## src/rtl/asrf_pkg.sv

```systemverilog
// Types, constants and status codes of the audio stream receive filter.
`timescale 1ns / 1ps
package asrf_pkg;

	// Frame format constants.
	localparam logic [10:0] MAX_FRAME_BYTES = 11'd250;
	localparam logic [7:0]  HDR_BYTES       = 8'd33;
	localparam logic [31:0] AUDIO_MAGIC     = 32'h5754_3031;
	localparam logic [7:0]  AUDIO_TYPE      = 8'd1;
	localparam logic [7:0]  CODEC_OPUS      = 8'd2;
	localparam int          FLAG_END_BIT    = 1;
	localparam logic [15:0] TIMEOUT_RESET   = 16'd1200;

	// Queue depths between the parts.
	localparam int MID_DEPTH_DEFAULT = 2;
	localparam int OUT_DEPTH_DEFAULT = 2;

	// Result status codes.
	typedef enum logic [2:0] {
		ST_MALFORMED = 3'd0,
		ST_DUPLICATE = 3'd1,
		ST_STALE     = 3'd2,
		ST_ACCEPTED  = 3'd3,
		ST_TIMED_OUT = 3'd4,
		ST_IDLE_TICK = 3'd5
	} status_t;

	// Classified item handed from the front part to the back part.
	typedef struct packed {
		logic        tick;
		logic        malformed;
		logic        end_flag;
		logic [63:0] id_high;
		logic [63:0] id_low;
		logic [31:0] seq;
		logic [16:0] main_offset;
		logic [17:0] redundant_offset;
		logic [15:0] main_bytes;
		logic [15:0] redundant_bytes;
	} mid_item_t;

	// One result item.
	typedef struct packed {
		status_t     status;
		logic        new_stream;
		logic        play_redundant;
		logic [17:0] redundant_offset;
		logic [15:0] redundant_bytes;
		logic        play_main;
		logic [16:0] main_offset;
		logic [15:0] main_bytes;
		logic        stream_finished;
		logic        receiving;
	} result_t;

endpackage

```

## src/rtl/asrf_fifo.sv

```systemverilog
// Small register queue with first-word-fall-through read.
`timescale 1ns / 1ps
module asrf_fifo #(
	parameter int WIDTH = 8,
	parameter int DEPTH = 2
) (
	input  logic             clk,
	input  logic             arst_n,
	input  logic             push,
	input  logic [WIDTH-1:0] wdata,
	output logic             full,
	input  logic             pop,
	output logic [WIDTH-1:0] rdata,
	output logic             empty
);
	localparam int PtrW = (DEPTH > 1) ? $clog2(DEPTH) : 1;
	localparam int CntW = $clog2(DEPTH + 1);

	logic [WIDTH-1:0] mem_q [DEPTH];
	logic [PtrW-1:0]  wr_ptr_q;
	logic [PtrW-1:0]  rd_ptr_q;
	logic [CntW-1:0]  count_q;
	logic             do_push;
	logic             do_pop;

	assign full    = (count_q == CntW'(DEPTH));
	assign empty   = (count_q == '0);
	assign do_push = push && !full;
	assign do_pop  = pop && !empty;
	assign rdata   = mem_q[rd_ptr_q];

	// Storage is written only on a transfer in.
	always_ff @(posedge clk) begin
		if (do_push) begin
			mem_q[wr_ptr_q] <= wdata;
		end
	end

	// Pointers wrap at the depth; the count tracks occupancy.
	always_ff @(posedge clk or negedge arst_n) begin
		if (!arst_n) begin
			wr_ptr_q <= '0;
			rd_ptr_q <= '0;
			count_q  <= '0;
		end else begin
			if (do_push) begin
				wr_ptr_q <= (wr_ptr_q == PtrW'(DEPTH - 1)) ? '0 : wr_ptr_q + 1'b1;
			end
			if (do_pop) begin
				rd_ptr_q <= (rd_ptr_q == PtrW'(DEPTH - 1)) ? '0 : rd_ptr_q + 1'b1;
			end
			if (do_push && !do_pop) begin
				count_q <= count_q + 1'b1;
			end else if (do_pop && !do_push) begin
				count_q <= count_q - 1'b1;
			end
		end
	end
endmodule

```

## src/rtl/asrf_front.sv

```systemverilog
// Front part: header validation and payload offset computation.
`timescale 1ns / 1ps
module asrf_front (
	input  logic               kind,
	input  logic [7:0]         frame_length,
	input  logic [31:0]        magic,
	input  logic [7:0]         packet_type,
	input  logic [7:0]         packet_flags,
	input  logic [15:0]        sender_length,
	input  logic [63:0]        stream_id_high,
	input  logic [63:0]        stream_id_low,
	input  logic [31:0]        sequence_req,
	input  logic [15:0]        payload_length,
	input  logic [15:0]        redundant_length,
	input  logic [7:0]         codec,
	output asrf_pkg::mid_item_t item
);
	logic [16:0] main_off;
	logic [17:0] red_off;
	logic [17:0] need;
	logic        bad_len;

	// Offsets and the total declared length, summed without wrap.
	assign main_off = 17'(asrf_pkg::HDR_BYTES) + 17'(sender_length);
	assign red_off  = 18'(main_off) + 18'(payload_length);
	assign need     = red_off + 18'(redundant_length);

	// Frame length must lie in the header-to-maximum window and hold all fields.
	assign bad_len = (11'(frame_length) > asrf_pkg::MAX_FRAME_BYTES)
		|| (frame_length < asrf_pkg::HDR_BYTES)
		|| (need > 18'(frame_length));

	always_comb begin
		item.tick             = kind;
		item.malformed        = bad_len || (magic != asrf_pkg::AUDIO_MAGIC)
			|| (packet_type != asrf_pkg::AUDIO_TYPE) || (codec != asrf_pkg::CODEC_OPUS);
		item.end_flag         = packet_flags[asrf_pkg::FLAG_END_BIT];
		item.id_high          = stream_id_high;
		item.id_low           = stream_id_low;
		item.seq              = sequence_req;
		item.main_offset      = main_off;
		item.redundant_offset = red_off;
		item.main_bytes       = payload_length;
		item.redundant_bytes  = redundant_length;
	end
endmodule

```

## src/rtl/asrf_back.sv

```systemverilog
// Back part: stream tracking, duplicate and stale filtering, idle timeout.
`timescale 1ns / 1ps
module asrf_back (
	input  logic                clk,
	input  logic                arst_n,
	input  logic                cfg_we,
	input  logic [15:0]         cfg_wdata,
	input  logic                mid_empty,
	input  asrf_pkg::mid_item_t mid_item,
	output logic                mid_pop,
	input  logic                out_full,
	output logic                out_push,
	output asrf_pkg::result_t   out_item
);
	logic [15:0] timeout_q;
	logic [63:0] cur_id_hi_q, cur_id_lo_q, fin_id_hi_q, fin_id_lo_q;
	logic [31:0] cur_seq_q, fin_seq_q;
	logic        cur_valid_q, fin_valid_q;
	logic [15:0] idle_q;

	logic [63:0] cur_id_hi_d, cur_id_lo_d, fin_id_hi_d, fin_id_lo_d;
	logic [31:0] cur_seq_d, fin_seq_d;
	logic        cur_valid_d, fin_valid_d;
	logic [15:0] idle_d;
	logic        is_new;
	logic        fin_match;
	logic [31:0] next_seq;
	logic        do_close;

	// One item moves whenever one is waiting and the result queue has room.
	assign mid_pop  = !mid_empty && !out_full;
	assign out_push = mid_pop;

	assign is_new    = !cur_valid_q || (cur_id_hi_q != mid_item.id_high)
		|| (cur_id_lo_q != mid_item.id_low);
	assign fin_match = fin_valid_q && (fin_id_hi_q == mid_item.id_high)
		&& (fin_id_lo_q == mid_item.id_low) && (mid_item.seq <= fin_seq_q);
	assign next_seq  = cur_seq_q + 32'd1;

	// Classify the item against stream state and compute the next state.
	always_comb begin
		cur_id_hi_d = cur_id_hi_q;
		cur_id_lo_d = cur_id_lo_q;
		cur_seq_d   = cur_seq_q;
		cur_valid_d = cur_valid_q;
		fin_id_hi_d = fin_id_hi_q;
		fin_id_lo_d = fin_id_lo_q;
		fin_seq_d   = fin_seq_q;
		fin_valid_d = fin_valid_q;
		idle_d      = idle_q;
		do_close    = 1'b0;
		out_item    = '0;

		if (mid_item.tick) begin
			out_item.status = asrf_pkg::ST_IDLE_TICK;
			if (cur_valid_q) begin
				if (idle_q >= timeout_q) begin
					do_close                 = 1'b1;
					out_item.status          = asrf_pkg::ST_TIMED_OUT;
					out_item.stream_finished = 1'b1;
				end else begin
					idle_d = idle_q + 16'd1;
				end
			end
		end else if (mid_item.malformed) begin
			out_item.status = asrf_pkg::ST_MALFORMED;
		end else if (fin_match) begin
			out_item.status = asrf_pkg::ST_DUPLICATE;
		end else if (!is_new && (mid_item.seq <= cur_seq_q)) begin
			out_item.status = asrf_pkg::ST_STALE;
		end else begin
			out_item.status           = asrf_pkg::ST_ACCEPTED;
			out_item.new_stream       = is_new;
			out_item.play_redundant   = !is_new && (mid_item.seq > next_seq)
				&& (mid_item.redundant_bytes != 16'd0);
			out_item.redundant_offset = mid_item.redundant_offset;
			out_item.redundant_bytes  = mid_item.redundant_bytes;
			out_item.play_main        = (mid_item.main_bytes != 16'd0);
			out_item.main_offset      = mid_item.main_offset;
			out_item.main_bytes       = mid_item.main_bytes;
			out_item.stream_finished  = mid_item.end_flag;
			cur_id_hi_d = mid_item.id_high;
			cur_id_lo_d = mid_item.id_low;
			cur_seq_d   = mid_item.seq;
			cur_valid_d = 1'b1;
			idle_d      = 16'd0;
			do_close    = mid_item.end_flag;
		end

		// Closing moves the current stream, as just updated, to completed.
		if (do_close) begin
			fin_id_hi_d = cur_id_hi_d;
			fin_id_lo_d = cur_id_lo_d;
			fin_seq_d   = cur_seq_d;
			fin_valid_d = 1'b1;
			cur_valid_d = 1'b0;
			idle_d      = 16'd0;
		end

		out_item.receiving = cur_valid_d;
	end

	// Timeout register; the user must write it only while the block is idle, which the block itself does not enforce.
	always_ff @(posedge clk or negedge arst_n) begin
		if (!arst_n) begin
			timeout_q <= asrf_pkg::TIMEOUT_RESET;
		end else if (cfg_we) begin
			timeout_q <= cfg_wdata;
		end
	end

	// Stream state advances on each transfer through the back part.
	always_ff @(posedge clk or negedge arst_n) begin
		if (!arst_n) begin
			cur_id_hi_q <= '0;
			cur_id_lo_q <= '0;
			cur_seq_q   <= '0;
			cur_valid_q <= 1'b0;
			fin_id_hi_q <= '0;
			fin_id_lo_q <= '0;
			fin_seq_q   <= '0;
			fin_valid_q <= 1'b0;
			idle_q      <= '0;
		end else if (mid_pop) begin
			cur_id_hi_q <= cur_id_hi_d;
			cur_id_lo_q <= cur_id_lo_d;
			cur_seq_q   <= cur_seq_d;
			cur_valid_q <= cur_valid_d;
			fin_id_hi_q <= fin_id_hi_d;
			fin_id_lo_q <= fin_id_lo_d;
			fin_seq_q   <= fin_seq_d;
			fin_valid_q <= fin_valid_d;
			idle_q      <= idle_d;
		end
	end
endmodule

```

## src/rtl/audio_stream_receive_filter_top.sv

```systemverilog
// Top level of the audio stream receive filter.
// Usage:
// Items enter through push/full: an item transfers on a rising edge with push
// high and full low. Each item is a parsed packet header (kind 0) or a one
// millisecond tick (kind 1) and yields exactly one result.
// Results leave through empty/pop: the oldest result is on the result ports
// while empty is low and transfers on a rising edge with pop high.
// The timeout is written through cfg_we/cfg_wdata while no item is in flight.
// After it transfers in, an item waits in the classify queue, then its result is
// registered in the result queue and can transfer out on a rising edge with pop high.
// Throughput: one item per cycle while the result queue has room; the back part
// updates the stream state for each item as it passes, so the back part sets the rate.
// A stalled receiver fills the result queue, the back part then holds, the
// classify queue fills behind it and full rises; nothing is lost.
// Reset clears both queues and the stream state; the timeout returns to 1200
// ticks. No clearing pass follows reset.
`timescale 1ns / 1ps
module audio_stream_receive_filter_top #(
	parameter int MID_DEPTH = asrf_pkg::MID_DEPTH_DEFAULT,
	parameter int OUT_DEPTH = asrf_pkg::OUT_DEPTH_DEFAULT
) (
	input  logic        clk,
	input  logic        arst_n,
	input  logic        cfg_we,
	input  logic [15:0] cfg_wdata,
	input  logic        push,
	output logic        full,
	input  logic        kind,
	input  logic [7:0]  frame_length,
	input  logic [31:0] magic,
	input  logic [7:0]  packet_type,
	input  logic [7:0]  packet_flags,
	input  logic [15:0] sender_length,
	input  logic [63:0] stream_id_high,
	input  logic [63:0] stream_id_low,
	input  logic [31:0] sequence_req,
	input  logic [15:0] payload_length,
	input  logic [15:0] redundant_length,
	input  logic [7:0]  codec,
	output logic        empty,
	input  logic        pop,
	output logic [2:0]  status,
	output logic        new_stream,
	output logic        play_redundant,
	output logic [17:0] redundant_offset,
	output logic [15:0] redundant_bytes,
	output logic        play_main,
	output logic [16:0] main_offset,
	output logic [15:0] main_bytes,
	output logic        stream_finished,
	output logic        receiving
);
	localparam int MidW = $bits(asrf_pkg::mid_item_t);
	localparam int OutW = $bits(asrf_pkg::result_t);

	asrf_pkg::mid_item_t front_item;
	asrf_pkg::mid_item_t mid_item;
	asrf_pkg::result_t   back_item;
	asrf_pkg::result_t   res;
	logic                mid_empty;
	logic                mid_pop;
	logic                out_full;
	logic                out_push;

	// Front part: classify each header as it transfers in.
	asrf_front u_front (
		.kind             (kind),
		.frame_length     (frame_length),
		.magic            (magic),
		.packet_type      (packet_type),
		.packet_flags     (packet_flags),
		.sender_length    (sender_length),
		.stream_id_high   (stream_id_high),
		.stream_id_low    (stream_id_low),
		.sequence_req     (sequence_req),
		.payload_length   (payload_length),
		.redundant_length (redundant_length),
		.codec            (codec),
		.item             (front_item)
	);

	// Queue between the front and back parts.
	asrf_fifo #(.WIDTH(MidW), .DEPTH(MID_DEPTH)) u_mid_q (
		.clk    (clk),
		.arst_n (arst_n),
		.push   (push),
		.wdata  (front_item),
		.full   (full),
		.pop    (mid_pop),
		.rdata  (mid_item),
		.empty  (mid_empty)
	);

	// Back part: stream state and result generation.
	asrf_back u_back (
		.clk       (clk),
		.arst_n    (arst_n),
		.cfg_we    (cfg_we),
		.cfg_wdata (cfg_wdata),
		.mid_empty (mid_empty),
		.mid_item  (mid_item),
		.mid_pop   (mid_pop),
		.out_full  (out_full),
		.out_push  (out_push),
		.out_item  (back_item)
	);

	// Result queue toward the receiver.
	asrf_fifo #(.WIDTH(OutW), .DEPTH(OUT_DEPTH)) u_out_q (
		.clk    (clk),
		.arst_n (arst_n),
		.push   (out_push),
		.wdata  (back_item),
		.full   (out_full),
		.pop    (pop),
		.rdata  (res),
		.empty  (empty)
	);

	assign status           = res.status;
	assign new_stream       = res.new_stream;
	assign play_redundant   = res.play_redundant;
	assign redundant_offset = res.redundant_offset;
	assign redundant_bytes  = res.redundant_bytes;
	assign play_main        = res.play_main;
	assign main_offset      = res.main_offset;
	assign main_bytes       = res.main_bytes;
	assign stream_finished  = res.stream_finished;
	assign receiving        = res.receiving;
endmodule

```

## config.mk

```make
export PLATFORM = sky130hd
export DESIGN_NAME = audio_stream_receive_filter_top
export DESIGN_NICKNAME = d
export VERILOG_FILES = /design/src/rtl/asrf_pkg.sv /design/src/rtl/asrf_fifo.sv /design/src/rtl/asrf_front.sv /design/src/rtl/asrf_back.sv /design/src/rtl/audio_stream_receive_filter_top.sv
export SDC_FILE = /design/constraint.sdc
export NUM_CORES = 2
export LEC_CHECK = 0
export BUFFER_PORTS_ARGS = -buffer_cell sky130_fd_sc_hd__buf_4
export CORE_MARGIN = 8
export CORE_UTILIZATION = 55
export CTS_BUF_LIST = sky130_fd_sc_hd__clkbuf_4
export CTS_CLUSTER_SIZE = 20
export DETAILED_ROUTE_END_ITERATION = 16
export PLACE_DENSITY = 0.77
export REMOVE_ABC_BUFFERS = 1
export SYNTH_ARGS = -nofsm -noshare
export SYNTH_HDL_FRONTEND = slang
export SYNTH_SLANG_ARGS = --single-unit
```

## constraint.sdc

```tcl
create_clock -name clk -period 10.3 [get_ports clk]
set_input_delay 0.515 -clock clk [delete_from_list [all_inputs] [get_ports clk]]
set_output_delay 0.515 -clock clk [all_outputs]
set_load 0.005 [all_outputs]
```

==> results.json <==
{
  "initial_core_util_pct": 55.3,
  "cts_tree": "built",
  "ant_nets": 0,
  "root_buffer": "clkbuf_4",
  "ys_types": 77,
  "pin_count": 371,
  "endpoint_kind": "flip-flop",
  "grt_remaining_overflow": 0,
  "dpl-instance-area_sq_um": 49600,
  "grt_pass1_vias": 33600,
  "drv_cap": 0,
  "arrival_ps": 8200,
  "place_hpwl_microns": 78800,
  "crit_type": "flip-flop to flip-flop",
  "cts_buffers": 240,
  "busiest_layer": "met2",
  "fmax_mhz": 138,
  "design.die.area_sq_um": 93100,
  "required_ps": 11230,
  "use_met2_pct": 42.7,
  "first_pass_iters": 6,
  "maxSlewViolCount": 0,
  "r2r_end": "u_back.fin_id_hi_q[28]$_DFFE_PN0P_",
  "netlist_area_sq_um": 46000,
  "synth_area_leader_cell": "edfxtp_1",
  "fin_nets": 4792,
  "worst_hold_slack_ps": 133,
  "r2r_slack_ps": 3040,
  "h-tree-depth": 4,
  "total_power_mw": 16.9,
  "critPathMaxFanout": 127,
  "synthCells": 3549,
  "track_usage_pct": 25.8,
  "clkSinkCount": 972,
  "postCtsSetupBuffers": 0,
  "status": "completed",
  "synth_common_cells": "610 x edfxtp_1, 358 x dfrtp_1, 282 x nor2_1",
  "fin_ws_ps": 3040,
  "r2r_cells": 13,
  "holdPathEnd": "u_mid_q.mem_q[0][102]$_DFFE_PP_",
  "synth_ff_type": "edfxtp_1",
  "place_congestion": 0.915,
  "clk-insertion-delay-late_ps": 1150,
  "io_buffers": 363,
  "critPathLaunchType": "flip-flop",
  "yosysMostFrequentCell": "edfxtp_1",
  "worstReg2RegStart": "u_mid_q.rd_ptr_q$_DFFE_PN0P_",
  "via_count": 32800,
  "syn-mean-instance-area_sq_um": 13.0,
  "core_area_sq_um": 83200,
  "grt_max_degree": 256,
  "yosys_warnings": 0,
  "drcViolationCount": 0,
  "skew_ps": 104,
  "ys_ff_latch": 972,
  "use_met3_pct": 6.05,
  "vias_per_cell": 5.83,
  "peakVddDrop_uv": 221,
  "rows": 106,
  "setup_viol": 0,
  "die_w_microns": 305,
  "drive_above_1_share_pct": 23.6,
  "ys_top_cells_by_area": "edfxtp_1 40%, dfrtp_1 19%, mux2i_1 5.4%, mux2_2 5.2%, ha_1 4.4%",
  "hold_start": "stream_id_low[3]",
  "postSynth.asyncResetShare_pct": 37.2,
  "place_ws_ps": 3190,
  "grt_pass1_wl_microns": 190000,
  "seq_area_frac_synth_pct": 59.6,
  "min_period_ps": 7260,
  "hold_class": "primary input to flip-flop",
  "clockBufferDepth": 3,
  "leakagePower_nw": 22.0,
  "wl_per_cell_microns": 21.8,
  "max-slew-margin-rel_pct": 19.6,
  "clk_pin_slew_ps": 70,
  "antenna_found_initial": 10,
  "routed_wirelength_microns": 123000,
  "synth_edf_count": 610,
  "whs_path_depth": 2,
  "stdcell_area_sq_um": 56000,
  "rsz0062_at_grt": "no",
  "synth_top_area_share_pct": 39.8,
  "area_delta_synth_final_pct": 21.8,
  "fillers": 5936,
  "post-route-period-util_pct": 70.5,
  "grtUsageMet1_pct": 32.5,
  "power_density_nw_per_um2": 301,
  "worst_pin_slew_ps": 1200,
  "hold_violations": 0,
  "drtIter0Drc": 2809,
  "die_h_microns": 305
}
flip-flops by register name, indices dropped and copies added, names as in the netlist:
signal,flops
u_back.cur_id_hi_q,64
u_back.cur_id_lo_q,64
u_back.cur_seq_q,32
u_back.cur_valid_q,1
u_back.fin_id_hi_q,64
u_back.fin_id_lo_q,64
u_back.fin_seq_q,32
u_back.fin_valid_q,1
u_back.idle_q,16
u_back.timeout_q,16
u_mid_q.count_q,2
u_mid_q.mem_q,460
u_mid_q.rd_ptr_q,1
u_mid_q.wr_ptr_q,1
u_out_q.count_q,2
u_out_q.mem_q,150
u_out_q.rd_ptr_q,1
u_out_q.wr_ptr_q,1
where the power goes:
group | switching (mW) | leakage, nW | internal [mW]
logic | 4.01 | 10.1 | 2.96
clock network | 1.60 | 1.91 | 1.73
registers | 0.813 | 9.98 | 5.76
critical path: stages, from the launching register on:
cell      delay, ps
dfrtp_4        1000
buf_4           520
mux2i_1         610
xnor2_1         160
nor4_1          870
nand4_1         200
nor4_1          440
nand4_1         370
o21bai_4        210
buf_4           640
or3_4           870
buf_12          520
o21ai_0         180
mux2_2          290
how the worst max path moves through the flow:
stage                            startpoint                                  to  slack, ps  depth (start not counted)
2_1_floorplan  u_mid_q.rd_ptr_q$_DFFE_PN0P_  u_back.cur_id_hi_q[24]$_DFFE_PN0P_     -23950                         10
4_1_cts        u_mid_q.rd_ptr_q$_DFFE_PN0P_  u_back.fin_id_hi_q[28]$_DFFE_PN0P_       3130                         13
3_3_place_gp   u_mid_q.rd_ptr_q$_DFFE_PN0P_  u_back.fin_id_hi_q[63]$_DFFE_PN0P_       3210                         13
3_5_place_dp   u_mid_q.rd_ptr_q$_DFFE_PN0P_  u_back.fin_id_hi_q[36]$_DFFE_PN0P_       3190                         13
6_report       u_mid_q.rd_ptr_q$_DFFE_PN0P_  u_back.fin_id_hi_q[28]$_DFFE_PN0P_       3040                         13
5_1_grt        u_mid_q.rd_ptr_q$_DFFE_PN0P_  u_back.fin_id_hi_q[28]$_DFFE_PN0P_       2700                         14
logic make-up (layout without fill, tap and decap cells):
| logic type | after synthesis | count (layout) | synth area share (%) |
|---|---|---|---|
| DFF | 972 | 972 | 59.6 |
| AOI/OAI and AO/OA | 742 | 742 | 10.2 |
| and+or+nand+nor | 663 | 663 | 6.87 |
| muxes | 502 | 502 | 11.9 |
| buffers and inverters | 278 | 1265 | 2.69 |
| xor gates and xnor gates | 230 | 230 | 4.38 |
| adders and majority gates | 162 | 162 | 4.44 |
| other | 0 | 10 | 0 |
what timing repair did:
item                                   CTS  global route
resized for setup                        0             0
endpoints found under the hold margin  608             1
hold buffers                           308             1
cell usage in the layout (no fill, tap or decap), types with 110 or more instances in the layout:
master,count
dlygate4sd3_1,308
inv_1,113
dfrtp_1,356
ha_1,160
buf_4,396
o31ai_1,130
a21oi_1,186
clkbuf_4,373
nor2_1,280
o21ai_0,197
edfxtp_1,610
nand2_1,110
xnor2_1,213
mux2i_1,250
mux2_2,212
metal layers:
layer	routed length [microns]	part of all wire, %
met5	27	0.022
met4	4660	3.8
met3	8280	6.7
met2	60500	49
met1	49500	40
area by class of cell:
class / instances / area (sq um) / area share, %
repair buffers: 709 / 6160 / 11.0
clock inverters: 69 / 437 / 0.780
flip-flops and latches: 972 / 27400 / 48.9
clock buffers: 373 / 2800 / 5.00
multi-input cells: 2299 / 17400 / 31.1
diodes: 10 / 25.0 / 0.0447
well taps: 1080 / 1350 / 2.41
inverters: 114 / 428 / 0.764
per-stage QoR:
stage | setup TNS [ps] | util, % | cells
3_5_place_dp | 0 | 59.7 | 4865
4_1_cts | 0 | 67.3 | 5615
6_report | 0 | 67.3 | 5626
3_3_place_gp | 0 | 59.7 | 4865
5_1_grt | 0 | 67.3 | 5623
2_1_floorplan | -5587830 | - | 3385
Note: power is estimated with default switching activity, not from simulation.
